**src/hdl/lrukv_pkg.sv**
```systemverilog
// ----------------------------------------------------------------------------
// lrukv_pkg: shared types and constants of the LRU key/value cache
// Sizes of the entry table, field widths, operation codes and the request and
// response records that pass between the cache modules.
// ----------------------------------------------------------------------------
package lrukv_pkg;

    localparam int ENTRIES    = 16;
    localparam int KEY_BITS   = 14;
    localparam int VALUE_BITS = 32;
    localparam int CAP_BITS   = 5;
    localparam int RANK_BITS  = $clog2(ENTRIES);
    localparam int CNT_BITS   = $clog2(ENTRIES + 1);

    localparam logic [CAP_BITS-1:0] CAP_RESET = CAP_BITS'(ENTRIES);

    // operation codes carried in the kind field
    localparam logic KIND_GET = 1'b0;
    localparam logic KIND_PUT = 1'b1;

    typedef logic [ENTRIES-1:0] entry_vec_t;

    typedef struct packed {
        logic                         kind;
        logic [KEY_BITS-1:0]          key;
        logic signed [VALUE_BITS-1:0] value;
    } req_t;

    typedef struct packed {
        logic                         hit;
        logic signed [VALUE_BITS-1:0] read_value;
        logic                         evicted;
        logic [KEY_BITS-1:0]          evicted_key;
    } rsp_t;

endpackage

```
**src/hdl/lrukv_ifs.sv**
```systemverilog
// ----------------------------------------------------------------------------
// lrukv_ifs: channel interfaces of the LRU key/value cache
// Request, response and configuration channels, each a valid/ready pair with
// its payload and a source and a sink modport.
// ----------------------------------------------------------------------------
interface lrukv_req_if;
    import lrukv_pkg::*;

    logic                         valid;
    logic                         ready;
    logic                         kind;
    logic [KEY_BITS-1:0]          key;
    logic signed [VALUE_BITS-1:0] value;

    modport source (output valid, output kind, output key, output value, input ready);
    modport sink   (input valid, input kind, input key, input value, output ready);
endinterface

interface lrukv_rsp_if;
    import lrukv_pkg::*;

    logic                         valid;
    logic                         ready;
    logic                         hit;
    logic signed [VALUE_BITS-1:0] read_value;
    logic                         evicted;
    logic [KEY_BITS-1:0]          evicted_key;

    modport source (output valid, output hit, output read_value, output evicted,
                    output evicted_key, input ready);
    modport sink   (input valid, input hit, input read_value, input evicted,
                    input evicted_key, output ready);
endinterface

interface lrukv_cfg_if;
    import lrukv_pkg::*;

    logic                valid;
    logic                ready;
    logic [CAP_BITS-1:0] capacity;

    modport source (output valid, output capacity, input ready);
    modport sink   (input valid, input capacity, output ready);
endinterface

```
**src/hdl/lrukv_table.sv**
```systemverilog
// ----------------------------------------------------------------------------
// lrukv_table: entry table of the LRU key/value cache
// Holds keys, values, valid marks and recency ranks; looks up one request,
// forms its response and updates the table in the same cycle.
// ----------------------------------------------------------------------------
module lrukv_table (
    input  logic                             clk,
    input  logic                             rst_n,
    input  logic                             step,
    input  lrukv_pkg::req_t                  req,
    input  logic [lrukv_pkg::CAP_BITS-1:0]   capacity,
    output lrukv_pkg::rsp_t                  rsp
);
    import lrukv_pkg::*;

    logic [KEY_BITS-1:0]          key_reg   [ENTRIES];
    logic signed [VALUE_BITS-1:0] value_reg [ENTRIES];
    logic [RANK_BITS-1:0]         rank_reg  [ENTRIES];
    logic [RANK_BITS-1:0]         rank_next [ENTRIES];
    entry_vec_t                   valid_reg;
    entry_vec_t                   valid_next;
    logic [CNT_BITS-1:0]          occ_reg;
    logic [CNT_BITS-1:0]          occ_next;

    entry_vec_t                   match;
    entry_vec_t                   hit_oh;
    entry_vec_t                   free_oh;
    entry_vec_t                   victim_oh;
    entry_vec_t                   slot_oh;
    logic                         hit;
    logic                         is_put;
    logic                         full;
    logic                         evict;
    logic                         fill;
    logic                         touch;
    logic [CNT_BITS-1:0]          eff_cap;
    logic [CNT_BITS-1:0]          thr;
    logic [RANK_BITS-1:0]         lru_rank;
    logic [RANK_BITS-1:0]         hit_rank;
    logic [RANK_BITS-1:0]         victim_rank;
    logic signed [VALUE_BITS-1:0] hit_value;
    logic [KEY_BITS-1:0]          victim_key;

    // clamp capacity into 1 .. ENTRIES
    always_comb
    begin
        if (capacity == '0)
            eff_cap = CNT_BITS'(1);
        else if (int'(capacity) > ENTRIES)
            eff_cap = CNT_BITS'(ENTRIES);
        else
            eff_cap = CNT_BITS'(capacity);
    end

    // valid ranks form 0 .. occ-1, so the oldest entry holds rank occ-1
    assign lru_rank = RANK_BITS'(occ_reg - CNT_BITS'(1));

    always_comb
    begin
        for (int i = 0; i < ENTRIES; i++)
        begin
            match[i]     = valid_reg[i] && (key_reg[i] == req.key);
            victim_oh[i] = valid_reg[i] && (rank_reg[i] == lru_rank);
        end
    end

    assign hit_oh  = match & (~match + entry_vec_t'(1));
    assign free_oh = ~valid_reg & (valid_reg + entry_vec_t'(1));
    assign hit     = |match;
    assign is_put  = (req.kind == KIND_PUT);
    assign full    = (occ_reg >= eff_cap);
    assign evict   = is_put && !hit && full;
    assign fill    = is_put && !hit && !full;
    assign touch   = hit || evict || fill;

    // one-hot reads of the addressed entries
    always_comb
    begin
        hit_rank    = '0;
        hit_value   = '0;
        victim_rank = '0;
        victim_key  = '0;
        for (int i = 0; i < ENTRIES; i++)
        begin
            if (hit_oh[i])
            begin
                hit_rank  = hit_rank | rank_reg[i];
                hit_value = hit_value | value_reg[i];
            end
            if (victim_oh[i])
            begin
                victim_rank = victim_rank | rank_reg[i];
                victim_key  = victim_key | key_reg[i];
            end
        end
    end

    always_comb
    begin
        if (hit)
        begin
            slot_oh = hit_oh;
            thr     = CNT_BITS'(hit_rank);
        end
        else if (evict)
        begin
            slot_oh = victim_oh;
            thr     = CNT_BITS'(victim_rank);
        end
        else
        begin
            slot_oh = fill ? free_oh : '0;
            thr     = CNT_BITS'(ENTRIES);
        end
    end

    // move the touched entry to the front, age everything newer than it
    always_comb
    begin
        valid_next = valid_reg;
        occ_next   = occ_reg;
        for (int i = 0; i < ENTRIES; i++)
        begin
            rank_next[i] = rank_reg[i];
            if (touch && slot_oh[i])
                rank_next[i] = '0;
            else if (touch && valid_reg[i] && (CNT_BITS'(rank_reg[i]) < thr))
                rank_next[i] = rank_reg[i] + RANK_BITS'(1);
        end
        if (fill)
        begin
            valid_next = valid_reg | free_oh;
            occ_next   = occ_reg + CNT_BITS'(1);
        end
    end

    always_comb
    begin
        rsp.hit         = hit;
        rsp.evicted     = evict;
        rsp.evicted_key = evict ? victim_key : '0;
        if (is_put)
            rsp.read_value = '0;
        else if (hit)
            rsp.read_value = hit_value;
        else
            rsp.read_value = '1;
    end

    always_ff @(posedge clk or negedge rst_n)
    begin
        if (!rst_n)
        begin
            valid_reg <= '0;
            occ_reg   <= '0;
            for (int i = 0; i < ENTRIES; i++)
                rank_reg[i] <= '0;
        end
        else if (step)
        begin
            valid_reg <= valid_next;
            occ_reg   <= occ_next;
            for (int i = 0; i < ENTRIES; i++)
                rank_reg[i] <= rank_next[i];
        end
    end

    // key and value storage: no reset, read only while valid
    always_ff @(posedge clk)
    begin
        for (int i = 0; i < ENTRIES; i++)
        begin
            if (step && is_put && slot_oh[i])
            begin
                value_reg[i] <= req.value;
                if (!hit)
                    key_reg[i] <= req.key;
            end
        end
    end

`ifndef SYNTH
    a_occ_matches_valid: assert property (@(posedge clk) disable iff (!rst_n)
        int'(occ_reg) == $countones(valid_reg))
        else $error("occupancy count disagrees with valid marks");

    a_keys_unique: assert property (@(posedge clk) disable iff (!rst_n)
        $onehot0(match))
        else $error("key present in more than one entry");

    a_fill_counts: assert property (@(posedge clk) disable iff (!rst_n)
        step && fill |=> occ_reg == $past(occ_reg) + CNT_BITS'(1))
        else $error("insert into free entry did not raise occupancy");

    a_victim_found: assert property (@(posedge clk) disable iff (!rst_n)
        evict |-> $onehot(victim_oh))
        else $error("no unique least recent entry on eviction");
`endif

endmodule

```
**src/hdl/lru_key_value_cache.sv**
```systemverilog
// ----------------------------------------------------------------------------
// lru_key_value_cache: fully associative key/value cache, LRU replacement
// Top level: request input register, single-pass table lookup and update,
// response output register, capacity configuration register.
// ----------------------------------------------------------------------------
// The cache takes one get or put beat per clock while responses are taken
// and returns exactly one response beat per request, in order. A request is
// held in an input register, then in a single pass all 16 entries are
// compared against its key, the recency ranks are updated and the response
// is captured in an output register. The sustained rate is one request per
// cycle while responses are taken; the parallel compare and rank update over
// the entry table, done in a single pass, sets that figure. The input
// side keeps accepting while a response waits, up to one request held in the
// input register. Capacity (1 .. 16, 0 reads as 1, larger values as 16)
// should only be written while no request is outstanding; lowering it does
// not drop entries, each later insert then replaces the least recent entry.
// Reset empties the cache at once; no clearing pass is needed.
module lru_key_value_cache (
    input  logic clk,
    input  logic rst_n,
    lrukv_req_if.sink   req,
    lrukv_rsp_if.source rsp,
    lrukv_cfg_if.sink   cfg
);
    import lrukv_pkg::*;

    req_t                req_reg;
    req_t                req_in;
    logic                in_valid_reg;
    rsp_t                rsp_reg;
    rsp_t                rsp_calc;
    logic                out_valid_reg;
    logic [CAP_BITS-1:0] cap_reg;
    logic                out_free;
    logic                advance;

    // advance the held request when the output register is empty or draining
    assign out_free  = !out_valid_reg || rsp.ready;
    assign advance   = in_valid_reg && out_free;
    assign req.ready = !in_valid_reg || out_free;
    assign cfg.ready = 1'b1;

    assign req_in.kind  = req.kind;
    assign req_in.key   = req.key;
    assign req_in.value = req.value;

    lrukv_table u_table (
        .clk      (clk),
        .rst_n    (rst_n),
        .step     (advance),
        .req      (req_reg),
        .capacity (cap_reg),
        .rsp      (rsp_calc)
    );

    // control: valid flags and the capacity register
    always_ff @(posedge clk or negedge rst_n)
    begin
        if (!rst_n)
        begin
            in_valid_reg  <= 1'b0;
            out_valid_reg <= 1'b0;
            cap_reg       <= CAP_RESET;
        end
        else
        begin
            if (req.ready)
                in_valid_reg <= req.valid;
            if (advance)
                out_valid_reg <= 1'b1;
            else if (rsp.ready)
                out_valid_reg <= 1'b0;
            if (cfg.valid)
                cap_reg <= cfg.capacity;
        end
    end

    // payload: capture request beat, hold response until taken
    always_ff @(posedge clk)
    begin
        if (req.ready && req.valid)
            req_reg <= req_in;
        if (advance)
            rsp_reg <= rsp_calc;
    end

    assign rsp.valid       = out_valid_reg;
    assign rsp.hit         = rsp_reg.hit;
    assign rsp.read_value  = rsp_reg.read_value;
    assign rsp.evicted     = rsp_reg.evicted;
    assign rsp.evicted_key = rsp_reg.evicted_key;

`ifndef SYNTH
    a_hold_request: assert property (@(posedge clk) disable iff (!rst_n)
        in_valid_reg && !advance |=> in_valid_reg && $stable(req_reg))
        else $error("stalled request dropped or changed");

    a_no_overwrite: assert property (@(posedge clk) disable iff (!rst_n)
        out_valid_reg && !rsp.ready |=> out_valid_reg && $stable(rsp_reg))
        else $error("waiting response overwritten");

    a_advance_fills: assert property (@(posedge clk) disable iff (!rst_n)
        advance |=> out_valid_reg)
        else $error("processed request produced no response");
`endif

endmodule
```
**src/flat_wrapper.sv**
```systemverilog
// flat-port wrapper written by rule: the top's interface ports become plain ports
module lru_key_value_cache_flat import lrukv_pkg::*;
  (clk, rst_n, req_valid, req_kind, req_key, req_value, req_ready, rsp_valid, rsp_hit, rsp_read_value, rsp_evicted, rsp_evicted_key, rsp_ready, cfg_valid, cfg_capacity, cfg_ready);
  lrukv_req_if req_i ();
  lrukv_rsp_if rsp_i ();
  lrukv_cfg_if cfg_i ();
  input  logic clk;
  input  logic rst_n;
  input wire logic [$bits(req_i.valid)-1:0] req_valid;
  input wire logic [$bits(req_i.kind)-1:0] req_kind;
  input wire logic [$bits(req_i.key)-1:0] req_key;
  input wire logic [$bits(req_i.value)-1:0] req_value;
  output wire logic [$bits(req_i.ready)-1:0] req_ready;
  output wire logic [$bits(rsp_i.valid)-1:0] rsp_valid;
  output wire logic [$bits(rsp_i.hit)-1:0] rsp_hit;
  output wire logic [$bits(rsp_i.read_value)-1:0] rsp_read_value;
  output wire logic [$bits(rsp_i.evicted)-1:0] rsp_evicted;
  output wire logic [$bits(rsp_i.evicted_key)-1:0] rsp_evicted_key;
  input wire logic [$bits(rsp_i.ready)-1:0] rsp_ready;
  input wire logic [$bits(cfg_i.valid)-1:0] cfg_valid;
  input wire logic [$bits(cfg_i.capacity)-1:0] cfg_capacity;
  output wire logic [$bits(cfg_i.ready)-1:0] cfg_ready;
  assign req_i.valid = req_valid;
  assign req_i.kind = req_kind;
  assign req_i.key = req_key;
  assign req_i.value = req_value;
  assign req_ready = req_i.ready;
  assign rsp_valid = rsp_i.valid;
  assign rsp_hit = rsp_i.hit;
  assign rsp_read_value = rsp_i.read_value;
  assign rsp_evicted = rsp_i.evicted;
  assign rsp_evicted_key = rsp_i.evicted_key;
  assign rsp_i.ready = rsp_ready;
  assign cfg_i.valid = cfg_valid;
  assign cfg_i.capacity = cfg_capacity;
  assign cfg_ready = cfg_i.ready;
  lru_key_value_cache u_core (.clk(clk), .rst_n(rst_n), .req(req_i), .rsp(rsp_i), .cfg(cfg_i));
endmodule
```
**config.mk**
```make
export PLATFORM = sky130hd
export DESIGN_NAME = lru_key_value_cache_flat
export DESIGN_NICKNAME = d
export VERILOG_FILES = /design/src/hdl/lrukv_pkg.sv /design/src/hdl/lrukv_ifs.sv /design/src/hdl/lrukv_table.sv /design/src/hdl/lru_key_value_cache.sv /design/src/flat_wrapper.sv
export SDC_FILE = /design/constraint.sdc
export NUM_CORES = 1
export LEC_CHECK = 0
export BUFFER_PORTS_ARGS = -buffer_cell sky130_fd_sc_hd__buf_2
export CAP_MARGIN = 40
export CORE_MARGIN = 1.5
export CORE_UTILIZATION = 30
export DETAILED_ROUTE_END_ITERATION = 16
export PLACE_DENSITY = 0.4
export SETUP_SLACK_MARGIN = 0.5
export SYNTH_ARGS = -nofsm -noshare
export SYNTH_HDL_FRONTEND = slang
export SYNTH_HIERARCHICAL = 1
export SYNTH_SLANG_ARGS = --single-unit
```
**constraint.sdc**
```tcl
create_clock -name clk -period 16.3 [get_ports clk]
set_input_delay 0.815 -clock clk [delete_from_list [all_inputs] [get_ports clk]]
set_output_delay 0.815 -clock clk [all_outputs]
set_load 0.05 [all_outputs]
```
Word level (Yosys, flattened, before mapping)
Memories as Yosys holds them, arrays and structs flattened.
Cells that the tools add are included.
{"block": "classes", "add_sub_neg": 20, "order_cmp": 18, "n_eq_ne": 32, "mux": 171, "n_bitwise": 65, "n_reduce_logical": 146}
{"op": "2-to-1 mux 32 bit", "count": 17}
{"op": "OR 32 bit", "count": 15}
{"op": "2-to-1 mux 4 bit", "count": 64}
{"op": "equality test 14 bit", "count": 16}
{"op": "2-to-1 mux 14 bit", "count": 16}
{"op": "OR 14 bit", "count": 15}
{"op": "OR 4 bit", "count": 30}
{"op": "logical AND 1 bit", "count": 102}
{"op": "< comparator 4 x 5 -> 1 bit", "count": 16}
{"op": "2-to-1 mux 1 bit", "count": 67}
{"op": "adder 4 x 1 -> 4 bit, second input constant", "count": 16}
{"op": "equality test 4 bit", "count": 16}
{"op": "2-to-1 mux 16 bit", "count": 3}
{"op": "AND reduction 2 bit", "count": 17}
{"op": "nonzero test 2 bit", "count": 17}
{"op": "adder 16 x 1 -> 16 bit, second input constant", "count": 2}
{"op": "AND 16 bit", "count": 2}
{"op": "NOT 16 bit", "count": 2}
{"op": "2-to-1 mux 5 bit", "count": 4}
{"op": "OR 16 bit", "count": 1}
{"op": "OR reduction 16 bit", "count": 1}
{"op": "adder 5 x 1 -> 5 bit, second input constant", "count": 1}
{"op": "greater-or-equal comparator 5 bit", "count": 1}
{"op": "greater-than comparator 5 bit, second input constant", "count": 1}
{"op": "other kinds (4)", "count": 10}
{"block": "word_totals", "regBits": 187, "mem_bits_rw": 736, "output_inout_bits": 51, "wordCells": 482, "n_memories": 2}
{"memory": "u_core.u_table.value_reg", "words": 16, "word_bits": 32, "rd": 16, "rd_clocked_by_memory_dff": 0, "wr": 16, "line": "lrukv_table.sv:17", "text": "logic signed [VALUE_BITS-1:0] value_reg [ENTRIES];"}
{"memory": "u_core.u_table.key_reg", "words": 16, "word_bits": 14, "rd": 16, "rd_clocked_by_memory_dff": 0, "wr": 16, "line": "lrukv_table.sv:16", "text": "logic [KEY_BITS-1:0] key_reg [ENTRIES];"}

Depth between registers and ports, before layout
An unclocked memory read counts as a cell.
{"block": "depth", "word_depth": 42, "depth_mapped": 26}

Modules after synthesis
Netlist, hierarchy kept.
{"mod": "lrukv_table", "instances": 1, "cells_per_inst": 2897, "area_each_um2": 38590.8, "seq_area_each_um2": 24228.2}
{"mod": "lru_key_value_cache", "instances": 1, "cells_per_inst": 115, "area_each_um2": 3135.5, "seq_area_each_um2": 3029.2}

Worst setup path before layout
No wires, ideal clock.
{"block": "synth_timing", "path_kind": "reg-to-reg", "startpoint": "register u_core.u_table.occ_reg[0]", "endpoint": "register u_core/u_table/rank_reg[46] (netlist bit)", "setup_time_ps": 66, "arrival_time_ps": 5922, "required_time_ps": 16234, "slack_ps": 10312, "path_stages_with_launch": 27, "path_buffers": 5, "period_less_slack_ps": 5988, "cell_sequence": "dfrtp_1 -> buf_2 -> buf_2 -> inv_1 -> ha_1 -> buf_2 -> buf_2 -> xnor3_1 -> and4_1 -> and2_1 -> clkbuf_1 -> a22o_1 -> a221oi_1 -> and4_1 -> nor2_1 -> a21oi_1 -> nand3_1 -> nor3_1 -> ha_1 -> o21ai_0 -> nand2b_1 -> a21oi_1 -> a21oi_1 -> nand4_1 -> nand4_1 -> or4b_1 -> nand2_1"}
{"block": "synth_via", "elab_chain_len": 40}
{"element": "start, declared", "line": "lrukv_table.sv:22", "text": "logic [CNT_BITS-1:0] occ_reg;"}
{"element": "start signal, assigned", "line": "lrukv_table.sv:162", "text": "occ_reg <= occ_next;"}
{"element": "subtractor 4 x 1 -> 4 bit *", "line": "lrukv_table.sv:56", "text": "assign lru_rank = RANK_BITS'(occ_reg - CNT_BITS'(1));"}
{"element": "net u_core.u_table.lru_rank[0]", "line": "lrukv_table.sv:38", "text": "logic [RANK_BITS-1:0] lru_rank;"}
{"element": "equality test 4 bit", "line": "lrukv_table.sv:63", "text": "victim_oh[i] = valid_reg[i] && (rank_reg[i] == lru_rank);"}
{"element": "logical AND 1 bit", "line": "lrukv_table.sv:63"}
{"element": "2-to-1 mux 4 bit", "line": "lrukv_table.sv:90", "text": "if (victim_oh[i])"}
{"element": "OR 4 bit", "line": "lrukv_table.sv:92", "text": "victim_rank = victim_rank | rank_reg[i];"}
{"element": "2-to-1 mux 4 bit", "line": "lrukv_table.sv:90"}
{"element": "OR 4 bit", "line": "lrukv_table.sv:92"}
{"element": "[25 not listed]"}
{"element": "OR 4 bit", "line": "lrukv_table.sv:92"}
{"element": "2-to-1 mux 4 bit", "line": "lrukv_table.sv:90"}
{"element": "2-to-1 mux 5 bit", "line": "lrukv_table.sv:105", "text": "else if (evict)"}
{"element": "2-to-1 mux 5 bit", "line": "lrukv_table.sv:100", "text": "if (hit)"}
{"element": "< comparator 4 x 5 -> 1 bit", "line": "lrukv_table.sv:127", "text": "else if (touch && valid_reg[i] && (CNT_BITS'(rank_reg[i]) < thr))"}
{"element": "logical AND 1 bit", "line": "lrukv_table.sv:127"}
{"element": "nonzero test 2 bit (no source line)"}
{"element": "AND reduction 2 bit (no source line)"}
{"element": "end signal, assigned by index", "line": "lrukv_table.sv:164", "text": "rank_reg[i] <= rank_next[i];"}
{"element": "end, declared", "line": "lrukv_table.sv:18", "text": "logic [RANK_BITS-1:0] rank_reg [ENTRIES];"}
The timed path passes the listed nets; every way through them passes the cells marked *.
A chain may end at the register's enable or synchronous reset.

Worst setup path after layout
{"block": "layout_timing", "startpoint": "register u_core/req_reg[39] (netlist bit)", "endpoint": "register u_core/u_table/rank_reg[46] (netlist bit)"}
{"block": "layout_via", "elab_chain_len": 41}
{"element": "start, declared", "line": "lru_key_value_cache.sv:27", "text": "req_t req_reg;"}
{"element": "start signal, assigned", "line": "lru_key_value_cache.sv:82", "text": "req_reg <= req_in;"}
{"element": "equality test 14 bit", "line": "lrukv_table.sv:62", "text": "match[i] = valid_reg[i] && (key_reg[i] == req.key);"}
{"element": "logical AND 1 bit", "line": "lrukv_table.sv:62"}
{"element": "NOT 16 bit", "line": "lrukv_table.sv:67", "text": "assign hit_oh = match & (~match + entry_vec_t'(1));"}
{"element": "adder 16 x 1 -> 16 bit", "line": "lrukv_table.sv:67"}
{"element": "AND 16 bit", "line": "lrukv_table.sv:67"}
{"element": "2-to-1 mux 4 bit", "line": "lrukv_table.sv:85", "text": "if (hit_oh[i])"}
{"element": "OR 4 bit", "line": "lrukv_table.sv:87", "text": "hit_rank = hit_rank | rank_reg[i];"}
{"element": "2-to-1 mux 4 bit", "line": "lrukv_table.sv:85"}
{"element": "[25 not listed]"}
{"element": "2-to-1 mux 4 bit", "line": "lrukv_table.sv:85"}
{"element": "OR 4 bit", "line": "lrukv_table.sv:87"}
{"element": "2-to-1 mux 4 bit", "line": "lrukv_table.sv:85"}
{"element": "2-to-1 mux 5 bit", "line": "lrukv_table.sv:100"}
{"element": "< comparator 4 x 5 -> 1 bit", "line": "lrukv_table.sv:127"}
{"element": "logical AND 1 bit", "line": "lrukv_table.sv:127"}
{"element": "nonzero test 2 bit (no source line)"}
{"element": "AND reduction 2 bit (no source line)"}
Several ways; a longest one is shown, not always the timed one.

==> impl_metrics.py <==
metrics = {
    "status": {
        "outcome": "finished, final reports clean",
    },
    "worst_setup_path": {
        "path_max_fanout": 41,
        "path_cells": "buf_4 > xnor2_1 > nand3_1 > nor4_2 > buf_4 > nor4_1 > and4_1 > buf_4 > nand2_1 > nor2_1 > a21oi_1 > nand3_1 > nor3_2 > ha_1 > o21ai_0 > nand2b_1 > a21oi_1 > a21oi_1 > nand4_1 > nand4_1 > or4b_1 > nand2_1",
        "crit_path_start_kind": "flop",
        "worstPathArrival_ns": 7.35,
        "cp-end-kind": "flop",
        "cp.required_ns": 16.95,
        "critPathMaxStageDelay_ns": 0.67,
        "critical_path_class": "flop to flop",
        "critPathSlowestCell": "nand2_1",
    },
    "logic_synthesis": {
        "synth_seq_cells": 923,
        "ys_seq_area_share_pct": 65.3,
        "yosys_warnings": 6,
        "yosys-top-cells-count": "edfxtp_1, xnor2_1, nand2_1, nor2_1, nand3_1",
        "syn_area_um2": 41700,
        "synth_cell_types": 83,
        "async_flop_share_pct": 9.97,
        "synth_top_area_share_pct": 59.8,
        "synth-main-ff-cell": "edfxtp_1",
        "syn-instance-count": 3012,
        "synthTopCellsByArea": "edfxtp_1, dfrtp_1, xnor2_1, ha_1, nand4_1",
        "synth_enable_flop_cells": 831,
        "synth_fp_nets": 3140,
        "yosysMostFrequentCell": "edfxtp_1",
        "avgSynthCellArea_um2": 13.9,
        "yosysTopAreaCell": "edfxtp_1",
    },
    "route": {
        "firstDrtPassIters": 6,
        "drc": 0,
        "ant_nets": 0,
        "viasPerCell": 5.61,
        "finalWirelength_um": 156000,
        "drt_iter0_markers": 2821,
        "via_count": 28300,
        "wl_per_cell_um": 30.9,
    },
    "clock_network": {
        "cts_tree": "built",
        "cts.path.max_buffers": 3,
        "cts.root.buffer_cell": "clkbuf_16",
        "cts_resized": 0,
        "insertion_delay_ns": 0.73,
        "clkTransAtPathRegs_ns": 0.06,
        "hold_buffers": 0,
        "cts_buffers": 104,
        "h-tree-depth": 3,
        "post-cts-setup-buffers": 0,
        "cts.sinks": 923,
    },
    "floorplanning": {
        "die_h_um": 376,
        "die_x_um": 376,
        "die-area_um2": 141000,
        "pin_count": 108,
        "start_util_pct": 30.3,
        "core-area_um2": 138000,
        "row_count": 136,
    },
    "finish": {
        "fill_cells": 13300,
        "seqCellArea_um2": 27300,
        "nNetsFinal": 3304,
        "area_growth_pct": 15.9,
        "drive_gt1_share_pct": 14.1,
        "multi_input_area_um2": 13600,
        "largest_register_ffs": 512,
    },
    "timing": {
        "finalHoldViolCount": 0,
        "relSlewSlack_pct": 36.6,
        "post-route-min-period_ns": 6.70,
        "finalWorstSetupSlack_ns": 9.60,
        "fmax_ghz": 0.149,
        "worst_pin_slew_ns": 0.943,
        "finalSetupViolCount": 0,
        "rsz0062_at_grt": "false",
        "finalSetupTns_ns": 0,
        "period_share_pct": 41.1,
        "slew_violations": 0,
        "skew_ns": 0.0300,
    },
    "min_path": {
        "worstHoldPathType": "primary input to asynchronous set/reset pin",
    },
    "placement": {
        "pre_cts_slack_ns": 9.63,
        "gp_congestion": 0.961,
        "numPortBuffers": 106,
        "hpwl_um": 102000,
    },
    "global_routing": {
        "overflow": 0,
        "grt_pass1_wl_um": 219000,
        "grt_max_degree": 66,
        "grt_pass1_vias": 28500,
        "track_usage_pct": 21.8,
        "antenna_found_initial": 5,
    },
    "run": {
        "maxCapViolCount": 0,
    },
    "pwr": {
        "leakagePower_nw": 16.0,
        "vdd.ir_drop.worst_uv": 89.0,
        "power.density_nw_per_um2": 159,
    },
}
## final cells by class
| type | instances | share of cell area [%] |
|---|---|---|
| multi-input cells | 1846 | 28.1 |
| well taps | 1794 | 4.64 |
| clock inverters | 52 | 1.18 |
| diodes | 1 | 0.00517 |
| repair buffers | 232 | 3.40 |
| clock buffers | 139 | 5.78 |
| flip-flops and latches | 923 | 56.4 |
| inverters | 69 | 0.535 |
## through the flow
stage	total power [W]	cell area, um2	hold WS (ns)	instances	utilization, %
floorplan	0.00444	41700	0.449	3012	-
global placement	0.00524	44600	0.471	4838	32.4
detailed placement	0.00534	45000	0.481	4863	32.6
CTS	0.00770	48300	0.0999	5054	35.1
global route	0.00800	48400	0.158	5055	35.1
finish	0.00768	48400	0.125	5056	35.1
## per-layer routing
metal / global-route usage [%] / part of all wire (%)
met1: 28.1 / 41
met2: 36.4 / 48
met3: 3.86 / 6.9
met4: 8.69 / 3.8
met5: 0 / 0.0083
## critical path, delay by kind of cell (launching register included)
family | cells | cell delay, ns
and+or+nand+nor | 13 | 3.68
buffers and inverters | 3 | 1.35
AOI/OAI and AO/OA | 4 | 0.63
adders and majority gates | 1 | 0.36
DFF | 1 | 0.33
xor gates and xnor gates | 1 | 0.22
## final timing paths
| check | from | end | slack [ns] | cells after the start |
|---|---|---|---|---|
| worst max-delay path | u_core/req_reg[39] | u_core/u_table/rank_reg[46] | 9.60 | 22 |
| worst min-delay path | rst_n | u_core/u_table/occ_reg[3] | 0.13 | 1 |
| worst max register to register | u_core/req_reg[39] | u_core/u_table/rank_reg[46] | 9.60 | 22 |
| worst min register to register | u_core/u_table/occ_reg[4] | u_core/u_table/occ_reg[4] | 0.49 | 1 |
| max in group asynchronous | rst_n | u_core/u_table/rank_reg[17] | 14.85 | 2 |
| min in group clk | req_kind | u_core/req_reg[46] | 0.26 | 1 |
## cell usage in the layout, fill, tap and decap left out, types with 10 or more instances in the layout
cell type and n:
a21oi_1 72, clkinv_1 15, nor4_1 37, o21ai_0 36
a22oi_1 110, ha_1 71, nor3_1 18, xnor2_1 237
a22o_1 67, and4_1 12, buf_4 105, clkbuf_1 29
inv_1 68, clkbuf_16 104, or4_1 13, a2111oi_0 32
a221oi_1 66, xnor3_1 25, edfxtp_1 831, o211ai_1 11
xor2_1 30, nand3_1 144, buf_2 108, nor2_4 18
nand4_1 133, buf_8 10, a31oi_1 76, a222oi_1 36
mux2i_1 11, o2111ai_1 35, clkinv_2 15, dfrtp_1 91
and2_1 23, nand2b_1 18, or3_1 14, nand2_1 171
nor2_1 131, a21o_1 22
## report_power, final
group | total, W | internal (W) | switching, W | leakage [nW]
logic | 0.00231 | 0.000907 | 0.00141 | 5.75
registers | 0.00304 | 0.00276 | 0.000285 | 8.63
clock network | 0.00232 | 0.00134 | 0.000989 | 1.62
total | 0.00768 | 0.00500 | 0.00268 | 16.0
## kinds of logic (layout without fill, tap and decap cells)
group                      count (synthesis)  after routing  share of synthesized area, %
and+or+nand+nor                          814            814                          10.2
other                                      1              2                       0.00899
adders and majority gates                 71             71                          2.13
AOI/OAI and AO/OA                        633            633                          11.4
xor gates and xnor gates                 307            307                          7.66
DFF                                      923            923                          65.3
muxes                                     20             20                         0.507
buffers and inverters                    243            492                          2.70
No activity file was read; power rests on OpenSTA's default activity.
